File: src/rtl/core/zsbf_pkg.sv
package zsbf_pkg;

	// input command codes
	localparam logic CMD_START = 1'b0;
	localparam logic CMD_DATA  = 1'b1;

	// zlib header: deflate, 32K window, no dictionary, fastest level
	localparam logic [7:0] ZLIB_CMF = 8'h78;
	localparam logic [7:0] ZLIB_FLG = 8'h01;

	localparam logic [16:0] ADLER_MOD = 17'd65521;
	localparam logic [15:0] MAX_BLOCK = 16'hFFFF;

	// header and checksum sizes in bytes
	localparam logic [3:0] HDR_BYTES = 4'd5;
	localparam logic [3:0] CKS_BYTES = 4'd4;

	typedef struct packed {
		logic       cmd;
		logic [7:0] data_byte;
	} in_item_t;

	typedef struct packed {
		logic [7:0] out_byte;
		logic       last_of_run;
		logic       end_of_stream;
		logic       overrun;
	} out_item_t;

	// everything needed to play back the bytes caused by one input transaction
	typedef struct packed {
		logic        pre_two;   // two leading bytes (zlib header) instead of one
		logic [7:0]  pre0;
		logic [7:0]  pre1;
		logic        has_hdr;
		logic        hdr_final;
		logic [15:0] hdr_len;
		logic        has_cks;
		logic [31:0] cks;
		logic        ovr;
	} run_t;

endpackage

File: src/rtl/core/zsbf_core.sv
module zsbf_core import zsbf_pkg::*; (
	input  logic        clk,
	input  logic        arst_n,
	input  logic        cfg_wr_en,
	input  logic [31:0] cfg_wr_data,
	input  logic        accept,
	input  in_item_t    item,
	output run_t        run
);

	logic [31:0] total_length_q;
	logic [15:0] adler_low_q;
	logic [15:0] adler_high_q;
	logic [31:0] bytes_taken_q;
	logic [15:0] block_rem_q;
	logic        open_q;

	logic [31:0] taken_inc;
	logic [31:0] left;
	logic [15:0] blk_len;
	logic        blk_final;
	logic [16:0] low_sum;
	logic [16:0] low_new;
	logic [16:0] high_sum;
	logic [16:0] high_new;
	logic [15:0] rem_dec;
	logic        is_start;
	logic        is_ovr;
	logic        stream_done;

	assign is_start    = (item.cmd == CMD_START);
	assign taken_inc   = bytes_taken_q + 32'd1;
	assign rem_dec     = block_rem_q - 16'd1;
	assign is_ovr      = !open_q || (bytes_taken_q >= total_length_q);
	assign stream_done = (taken_inc == total_length_q);

	// bytes still to come after this transaction
	assign left      = is_start ? total_length_q : (total_length_q - taken_inc);
	assign blk_len   = (left < {16'd0, MAX_BLOCK}) ? left[15:0] : MAX_BLOCK;
	assign blk_final = ({16'd0, blk_len} == left);

	// Adler-32: add, then one conditional subtract per sum
	assign low_sum  = {1'b0, adler_low_q} + {9'd0, item.data_byte};
	assign low_new  = (low_sum >= ADLER_MOD) ? (low_sum - ADLER_MOD) : low_sum;
	assign high_sum = {1'b0, adler_high_q} + low_new;
	assign high_new = (high_sum >= ADLER_MOD) ? (high_sum - ADLER_MOD) : high_sum;

	always_comb begin
		run           = '0;
		run.hdr_final = blk_final;
		run.hdr_len   = blk_len;
		if (is_start) begin
			run.pre_two = 1'b1;
			run.pre0    = ZLIB_CMF;
			run.pre1    = ZLIB_FLG;
			run.has_hdr = 1'b1;
			run.has_cks = (total_length_q == 32'd0);
			run.cks     = 32'h0000_0001;
		end else if (is_ovr) begin
			run.ovr     = 1'b1;
		end else begin
			run.pre0    = item.data_byte;
			run.has_cks = stream_done;
			run.cks     = {high_new[15:0], low_new[15:0]};
			run.has_hdr = !stream_done && (rem_dec == 16'd0);
		end
	end

	always_ff @(posedge clk or negedge arst_n) begin
		if (!arst_n) begin
			total_length_q <= '0;
			adler_low_q    <= 16'd1;
			adler_high_q   <= '0;
			bytes_taken_q  <= '0;
			block_rem_q    <= '0;
			open_q         <= 1'b0;
		end else begin
			if (cfg_wr_en)
				total_length_q <= cfg_wr_data;
			if (accept) begin
				if (is_start) begin
					adler_low_q   <= 16'd1;
					adler_high_q  <= '0;
					bytes_taken_q <= '0;
					block_rem_q   <= blk_len;
					open_q        <= (total_length_q != 32'd0);
				end else if (!is_ovr) begin
					adler_low_q   <= low_new[15:0];
					adler_high_q  <= high_new[15:0];
					bytes_taken_q <= taken_inc;
					if (stream_done)
						open_q <= 1'b0;
					if (!stream_done && rem_dec == 16'd0)
						block_rem_q <= blk_len;
					else
						block_rem_q <= rem_dec;
				end
			end
		end
	end

endmodule

File: src/rtl/core/zsbf_serializer.sv
module zsbf_serializer import zsbf_pkg::*; (
	input  logic      clk,
	input  logic      arst_n,
	input  logic      load,
	input  run_t      run,
	output logic      in_ready,
	output logic      out_valid,
	input  logic      out_ready,
	output out_item_t out_item
);

	run_t       run_q;
	logic       busy_q;
	logic [3:0] idx_q;

	logic [3:0] pre_cnt;
	logic [3:0] run_len;
	logic [3:0] j;
	logic [3:0] k;
	logic       last;
	logic [15:0] inv_len;

	assign pre_cnt = run_q.pre_two ? 4'd2 : 4'd1;
	assign run_len = pre_cnt + (run_q.has_hdr ? HDR_BYTES : 4'd0)
	               + (run_q.has_cks ? CKS_BYTES : 4'd0);
	assign last    = (idx_q == run_len - 4'd1);
	assign j       = idx_q - pre_cnt;
	assign k       = run_q.has_hdr ? (j - HDR_BYTES) : j;
	assign inv_len = ~run_q.hdr_len;

	assign out_valid = busy_q;
	assign in_ready  = !busy_q || (out_ready && last);

	always_comb begin
		out_item               = '0;
		out_item.last_of_run   = last;
		out_item.end_of_stream = run_q.has_cks && last;
		out_item.overrun       = run_q.ovr;
		if (idx_q < pre_cnt) begin
			out_item.out_byte = (idx_q == 4'd0) ? run_q.pre0 : run_q.pre1;
		end else if (run_q.has_hdr && j < HDR_BYTES) begin
			case (j[2:0])
				3'd0:    out_item.out_byte = {7'd0, run_q.hdr_final};
				3'd1:    out_item.out_byte = run_q.hdr_len[7:0];
				3'd2:    out_item.out_byte = run_q.hdr_len[15:8];
				3'd3:    out_item.out_byte = inv_len[7:0];
				default: out_item.out_byte = inv_len[15:8];
			endcase
		end else begin
			case (k[1:0])
				2'd0:    out_item.out_byte = run_q.cks[31:24];
				2'd1:    out_item.out_byte = run_q.cks[23:16];
				2'd2:    out_item.out_byte = run_q.cks[15:8];
				default: out_item.out_byte = run_q.cks[7:0];
			endcase
		end
	end

	always_ff @(posedge clk or negedge arst_n) begin
		if (!arst_n) begin
			busy_q <= 1'b0;
			idx_q  <= '0;
		end else if (load) begin
			busy_q <= 1'b1;
			idx_q  <= '0;
		end else if (busy_q && out_ready) begin
			if (last)
				busy_q <= 1'b0;
			else
				idx_q <= idx_q + 4'd1;
		end
	end

	always_ff @(posedge clk) begin
		if (load)
			run_q <= run;
	end

endmodule

File: src/rtl/core/zlib_stored_block_framer.sv
// channel | dir | handshake           | payload
// cfg     | in  | cfg_wr_en           | cfg_wr_data : total_length, 32 bit
// in      | in  | in_valid / in_ready | in_item     : in_item_t (cmd, data_byte)
// out     | out | out_valid/out_ready | out_item    : out_item_t (one stream byte)
//
// An input transaction is folded into the framing state and registered as a run
// descriptor on acceptance; the run plays out at one byte per cycle while out_ready
// is high. A content byte gives 1 byte, 6 at a block end or 5 at a stream end; an
// overrun item gives 1; a start gives 7, or 11 for empty content. The run length
// is set by the transaction kind. in_ready rises again on the cycle the last byte
// of the run is taken, so content bytes stream at one per cycle while out_ready is
// high. Asynchronous active-low reset restarts the sums and clears the counters,
// stream flag and output run; stalls on out_ready hold the current byte and block the input.
module zlib_stored_block_framer import zsbf_pkg::*; (
	input  logic        clk,
	input  logic        arst_n,
	input  logic        cfg_wr_en,
	input  logic [31:0] cfg_wr_data,
	input  logic        in_valid,
	output logic        in_ready,
	input  in_item_t    in_item,
	output logic        out_valid,
	input  logic        out_ready,
	output out_item_t   out_item
);

	logic accept;
	run_t run;

	assign accept = in_valid && in_ready;

	// Adler sums, byte and block counters; builds the descriptor for this transaction
	zsbf_core u_core (
		.clk         (clk),
		.arst_n      (arst_n),
		.cfg_wr_en   (cfg_wr_en),
		.cfg_wr_data (cfg_wr_data),
		.accept      (accept),
		.item        (in_item),
		.run         (run)
	);

	// holds the descriptor and steps through its bytes
	zsbf_serializer u_ser (
		.clk       (clk),
		.arst_n    (arst_n),
		.load      (accept),
		.run       (run),
		.in_ready  (in_ready),
		.out_valid (out_valid),
		.out_ready (out_ready),
		.out_item  (out_item)
	);

endmodule

File: config.mk
export PLATFORM = sky130hd
export DESIGN_NAME = zlib_stored_block_framer
export DESIGN_NICKNAME = d
export VERILOG_FILES = /design/src/rtl/core/zsbf_pkg.sv /design/src/rtl/core/zsbf_core.sv /design/src/rtl/core/zsbf_serializer.sv /design/src/rtl/core/zlib_stored_block_framer.sv
export SDC_FILE = /design/constraint.sdc
export NUM_CORES = 1
export LEC_CHECK = 0
export BUFFER_PORTS_ARGS = -buffer_cell sky130_fd_sc_hd__buf_2
export CELL_PAD_IN_SITES_DETAIL_PLACEMENT = 0
export CELL_PAD_IN_SITES_GLOBAL_PLACEMENT = 2
export CORE_MARGIN = 8
export CORE_UTILIZATION = 36
export DETAILED_ROUTE_END_ITERATION = 16
export PLACE_DENSITY = 0.9
export RECOVER_POWER = 25
export SYNTH_ARGS = -nofsm -noshare
export SYNTH_HDL_FRONTEND = slang
export SYNTH_SLANG_ARGS = --single-unit
File: constraint.sdc
create_clock -name clk -period 6.24 [get_ports clk]
set_clock_uncertainty 0.2 [all_clocks]
set_input_delay 0.624 -clock clk [delete_from_list [all_inputs] [get_ports clk]]
set_output_delay 0.624 -clock clk [all_outputs]
set_load 0.02 [all_outputs]
## After elaboration in Yosys (flattened, before gate mapping)

Index checks and enable logic that the tools add are counted.

- Bitwise operators: 2
- Eq/ne operators: 11
- Mux-type cells: 38
- Reduce and logical (&&, ||, !) cells: 24
- Magnitude comparators: 6
- Add/subtract/negate cells: 13

Operator list:

| cell | count |
|---|---|
| $mux W16 | 9 |
| $mux W32 | 3 |
| $mux W33 | 2 |
| $ge A17 B16 Y1 const B | 2 |
| $add A32 B1 Y32 const B | 1 |
| $eq A16 B32 Y1 | 1 |
| $eq A32 B32 Y1 | 1 |
| $ge A32 B32 Y1 | 1 |
| $logic_not A32 Y1 | 1 |
| $lt A32 B16 Y1 const B | 1 |
| $pmux W8 S4 | 1 |
| $reduce_bool A32 Y1 | 1 |
| $sub A32 B32 Y32 | 1 |
| $mux W8 | 3 |
| $pmux W8 S3 | 1 |
| $add A16 B17 Y17 | 1 |
| $add A16 B8 Y17 | 1 |
| $mux W17 | 1 |
| $sub A17 B16 Y17 const B | 1 |
| $logic_not A16 Y1 | 1 |
| $not A16 Y16 | 1 |
| $sub A16 B1 Y16 const B | 1 |
| $sub A16 B16 Y16 const B | 1 |
| $mux W4 | 3 |
| 29 further kinds | 54 |

- Input port bits: 46
- Word-level logic and storage cells: 113
- Register bits after elaboration: 187

## Depth between registers and ports, before layout

- Depth after elaboration: 10
- Mapped depth: 28
- Depth with buffers taken out: 26

## Modules after synthesis

Synthesis repeated with hierarchy kept, for this count alone.

- Cells, all modules: 1736
- Area, all modules: 14866.8 µm²

Modules (own cells, without submodules):

| module | instances | area an instance (µm²) | cells an instance |
|---|---|---|---|
| zsbf_core | 1 | 11318.4 | 1481 |
| zsbf_serializer | 1 | 3542.1 | 254 |
| zlib_stored_block_framer | 1 | 6.3 | 1 |

## Least setup slack after synthesis

No wires, ideal clock.

- Path kind: input-to-reg
- Start: in in_item[0] (netlist bit)
- End: reg u_ser.run_q[20] (netlist bit), data pin
- Arrival: 5.852 ns
- Required time: 5.774 ns
- Cell stages on the path: 27
- Library setup time: 0.266 ns
- Path slack: -0.078 ns
- Cells stage by stage: ha_1 > inv_1 > fa_1 > nor2b_1 > o22ai_1 > xnor2_1 > o21ai_1 > or4_1 > a21oi_1 > a31oi_1 > nor4_1 > xor2_1 > inv_1 > ha_1 > clkbuf_1 > a21oi_1 > o21ai_0 > or3_1 > a221oi_1 > xnor2_1 > inv_1 > nor3_1 > a21o_1 > buf_6 > nand4_1 > xnor2_1 > nor2_1

- Longest elaborated chain between the ends: 6
- Elaborated cells between the ends (all ways): 8

RTL lines:

| element | RTL line | source |
|---|---|---|
| start: declaration | zlib_stored_block_framer.sv:21 | `input in_item_t in_item,` |
| $add A16 B8 Y17 * | zsbf_core.sv:43 | `assign low_sum = {1'b0, adler_low_q} + {9'd0, item.data_byte};` |
| $sub A17 B16 Y17 or $ge A17 B16 Y1 (tied branches) | zsbf_core.sv:44 | `assign low_new = (low_sum >= ADLER_MOD) ? (low_sum - ADLER_MOD) : low_sum;` |
| $mux W17 * | zsbf_core.sv:44 |  |
| named net u_core.low_new[7] | zsbf_core.sv:23 | `logic [16:0] low_new;` |
| $add A16 B17 Y17 * | zsbf_core.sv:45 | `assign high_sum = {1'b0, adler_high_q} + low_new;` |
| $ge A17 B16 Y1 * | zsbf_core.sv:46 | `assign high_new = (high_sum >= ADLER_MOD) ? (high_sum - ADLER_MOD) : high_sum;` |
| $mux W16 * | zsbf_core.sv:46 |  |
| end signal: assignment | zsbf_serializer.sv:76 | `run_q <= run;` |
| end: declaration | zsbf_serializer.sv:12 | `run_t run_q;` |

The timed path passes the listed nets; every way through them passes the cells marked *.
A chain may end at the register's enable or synchronous reset.

## Worst setup path in the final report

- Start: reg u_core.adler_low_q[0]
- End: reg u_core.adler_high_q[5]

- Longest elaborated chain between the ends: 8
- Elaborated cells between the ends (all ways): 10

RTL lines:

| element | RTL line | source |
|---|---|---|
| start: declaration | zsbf_core.sv:12 | `logic [15:0] adler_low_q;` |
| start signal: assignment | zsbf_core.sv:88 | `adler_low_q <= low_new[15:0];` |
| $add A16 B8 Y17 * | zsbf_core.sv:43 |  |
| $sub A17 B16 Y17 or $ge A17 B16 Y1 (tied branches) | zsbf_core.sv:44 |  |
| $mux W17 * | zsbf_core.sv:44 |  |
| $add A16 B17 Y17 * | zsbf_core.sv:45 |  |
| $sub A16 B16 Y16 or $ge A17 B16 Y1 (tied branches) | zsbf_core.sv:46 |  |
| $mux W16 * | zsbf_core.sv:46 |  |
| $mux W16 * | zsbf_core.sv:87 | `end else if (!is_ovr) begin` |
| $mux W16 * | zsbf_core.sv:81 | `if (is_start) begin` |
| end signal: assignment | zsbf_core.sv:89 | `adler_high_q <= high_new[15:0];` |
| end: declaration | zsbf_core.sv:13 | `logic [15:0] adler_high_q;` |

Mark *: on every way between the ends. The rest lies on a longest branch, timed or not. The select of a mux whose other input is x is not followed.

==> reports/results.ini <==
[drt]
drt_drc_violations_left = 0
drt_pass1_iterations = 5
dr_total_vias = 12400
wl_met3_um = 1350
routed-wl-met2_um = 19900
ant_nets = 0
wl_per_cell_um = 18.5
finalWirelength_um = 42200
via_per_inst = 5.43
met1_length_um = 20000
routed.top_layer = met4
drtIter0Drc = 982

[final_layout]
n_antenna_cell = 0
area_growth_pct = 22.7
final_cells = 2283
drive_above_1_share_pct = 20.7
design_area_um2 = 16700
nets = 1917

[yosys]
ys_seq_elements = 179
synth_most_common_cell = nand2_1
yosysTopAreaCell = dfrtp_1
ys_seq_area_share_pct = 35.2
synth_ff_type = dfrtp_1
yosys_warnings = 0
avgSynthCellArea_um2 = 8.59
synth_top_cell_area_share_pct = 21.5
synth_cells = 1583
synth_edf_count = 61
synthTopCellsByArea = dfrtp_1, edfxtp_1, ha_1, nand2_1, o21ai_0
ys_types = 85
synthArstFlopShare_pct = 65.9
synth_commonest_cells = nand2_1, o21ai_0, nor2_1
synth_nets = 1741
syn_area_um2 = 13600

[placement]
routabilityCongestion = 0.887
place_inst = 2222
dp_hpwl_um = 31900
dpl_cell_area_um2 = 15300
port_buffers = 58

[setup_path]
slowest_delay_ns = 0.56
r2r_end = u_core.adler_high_q[5]$_DFFE_PN0P_
worstPathRequired_ns = 6.35
rr_worst_depth = 28
critPathKind = reg -> reg
reg2reg_from = u_core.adler_low_q[0]$_DFFE_PN1P_
r2r_slack_ns = 0.23
cp-start-kind = flip-flop
crit_fanout = 6
cpMaxStageDelayCell = dfstp_2
endpoint_kind = flip-flop
crit_arrival_ns = 6.13
path_common_cell = buf_4

[global_routing]
grt_pass1_vias = 12000
grt-ovfl-total = 0
track_usage_pct = 18.7
grt_max_degree = 65
antenna_found_initial = 0
grt_pass1_wl_um = 66900

[clock_network]
htreeDepth = 4
cts_tree = yes
cts_made_buffers = 17
cts_sinks = 179
path_clk_slew_ns = 0.07
clk_latency_ns = 0.44
root_buffer = clkbuf_16
ctsLongestPathBuffers = 2

[sta]
setup_tns_ns = 0
fin_hold_ws_ns = 0.186
slew_viol_final = 140
min_period_ns = 6.01
fmax_mhz = 166
slew_headroom_pct = -54.4
finalSetupViolCount = 0
finalHoldViolCount = 0
tightest_slew_ns = 2.32
period_share_pct = 96.3

[power]
vdd_drop_max_mv = 0.249
powerDensity_nw_per_um2 = 494
power_mw = 8.24
cellLeakagePower_nw = 7.08

[min_path]
min_from = cfg_wr_data[5]
hp-class = in -> reg
hold_depth = 3
hold_end = u_core.total_length_q[5]$_DFFE_PN0P_

[floorplan]
design.core.area_um2 = 37400
fp.dieW_um = 210
die_area_um2 = 44200
rows = 71
initial_core_util_pct = 36.3
die_h_um = 210
pin_count = 59

[status]
failed_checks = capacitance limit, slew limit
outcome = finished, violations left

[flow_run]
max_cap_violations = 3

==> sequential cells by signal, indices dropped and copies added (netlist names), 4 cells and up <==
name,cells
u_ser.run_q,60
u_core.bytes_taken_q,32
u_core.total_length_q,32
u_core.adler_high_q,16
u_core.adler_low_q,16
u_core.block_rem_q,16
u_ser.idx_q,4
==> stage by stage <==
stage / utilization, % / worst slack, ns
finish: 44.6 / 0.229
global placement: 41.0 / -0.583
global route: 44.6 / -0.0438
CTS: 43.4 / 0.0269
floorplan: - / 0.000533
detailed placement: 41.0 / -0.653
==> cells in the final DEF (no fill, tap or decap), drive strengths merged, types with 8 or more instances in the layout <==
| cell type | count |
|---|---|
| a211oi | 13 |
| a21o | 32 |
| a21oi | 77 |
| a22o | 8 |
| a31oi | 13 |
| and2 | 8 |
| and3 | 20 |
| buf | 217 |
| clkbuf | 24 |
| dfrtp | 117 |
| edfxtp | 61 |
| ha | 107 |
| inv | 88 |
| mux2i | 19 |
| mux4 | 8 |
| nand2 | 221 |
| nand2b | 8 |
| nand3 | 48 |
| nand4 | 24 |
| nor2 | 121 |
| nor2b | 13 |
| nor3 | 36 |
| nor3b | 10 |
| nor4 | 18 |
| o211ai | 20 |
| o21a | 9 |
| o21ai | 179 |
| o21bai | 11 |
| o22ai | 8 |
| or2 | 10 |
| or3 | 12 |
| xnor2 | 53 |
| xor2 | 51 |
==> routing by layer <==
| metal | track usage (%) | vias to the layer above |
|---|---|---|
| li1 | - | 6057 |
| met1 | 25.6 | 6011 |
| met2 | 30.9 | 262 |
| met3 | 2.35 | 57 |
| met4 | 5.15 | 0 |
| met5 | 0 | - |
==> timing repair <==
item / CTS / global route
hold endpoints to repair: 31 / 0
setup buffers: 13 / 16
gates resized for setup: 43 / 60
hold buffers: 1 / 0
setup endpoints to repair: 32 / 61
pin swaps: 31 / 37
==> worst max-delay path, delay by kind of cell, from the launching register on <==
family	cells	cell delay, ns
AND/OR/NAND/NOR	7	1.73
AO/OA/AOI/OAI	11	1.37
adder cells (fa/ha/maj)	3	0.86
buffers and inverters	5	0.73
flip-flops	1	0.56
XOR/XNOR	2	0.42
==> report_power, final <==
part	leakage (nW)	switching, mW	internal (mW)
registers	2.03	0.278	1.50
clock network	0.287	0.518	0.603
logic	4.77	2.93	2.42
total	7.08	3.72	4.52
==> area by class of cell <==
type	instances	area (um2)
multi-input cells	1255	8790
clock buffers	18	429
fillers	3628	20700
clock inverters	14	163
well taps	511	639
inverters	82	308
flip-flops and latches	179	4790
repair buffers	224	1560
==> cell families (layout without fill, tap and decap cells) <==
group / Yosys count / after routing / synth area share [%]
compound gates: 436 / 436 / 20.4
xor+xnor: 104 / 104 / 6.70
fa+ha+maj: 112 / 112 / 10.6
buf+inv: 149 / 338 / 4.32
flops: 179 / 179 / 35.2
mux: 29 / 29 / 2.89
simple gates: 574 / 574 / 19.9
==> worst max-delay path by stage <==
| stage | startpoint | cells after the start | to |
|---|---|---|---|
| after global routing | u_core.bytes_taken_q[0]$_DFFE_PN0P_ | 22 | u_core.block_rem_q[5]$_DFFE_PN0P_ |
| after global placement | in_item[0] | 29 | u_core.adler_high_q[11]$_DFFE_PN0P_ |
| after floorplan | in_item[0] | 27 | u_ser.run_q[20]$_SDFFCE_PP0P_ |
| final | u_core.adler_low_q[0]$_DFFE_PN1P_ | 28 | u_core.adler_high_q[5]$_DFFE_PN0P_ |
| after detailed placement | in_item[0] | 29 | u_core.adler_high_q[5]$_DFFE_PN0P_ |
| after CTS | u_core.adler_low_q[0]$_DFFE_PN1P_ | 28 | u_core.adler_high_q[5]$_DFFE_PN0P_ |
Power figures use the tool's default switching activity.
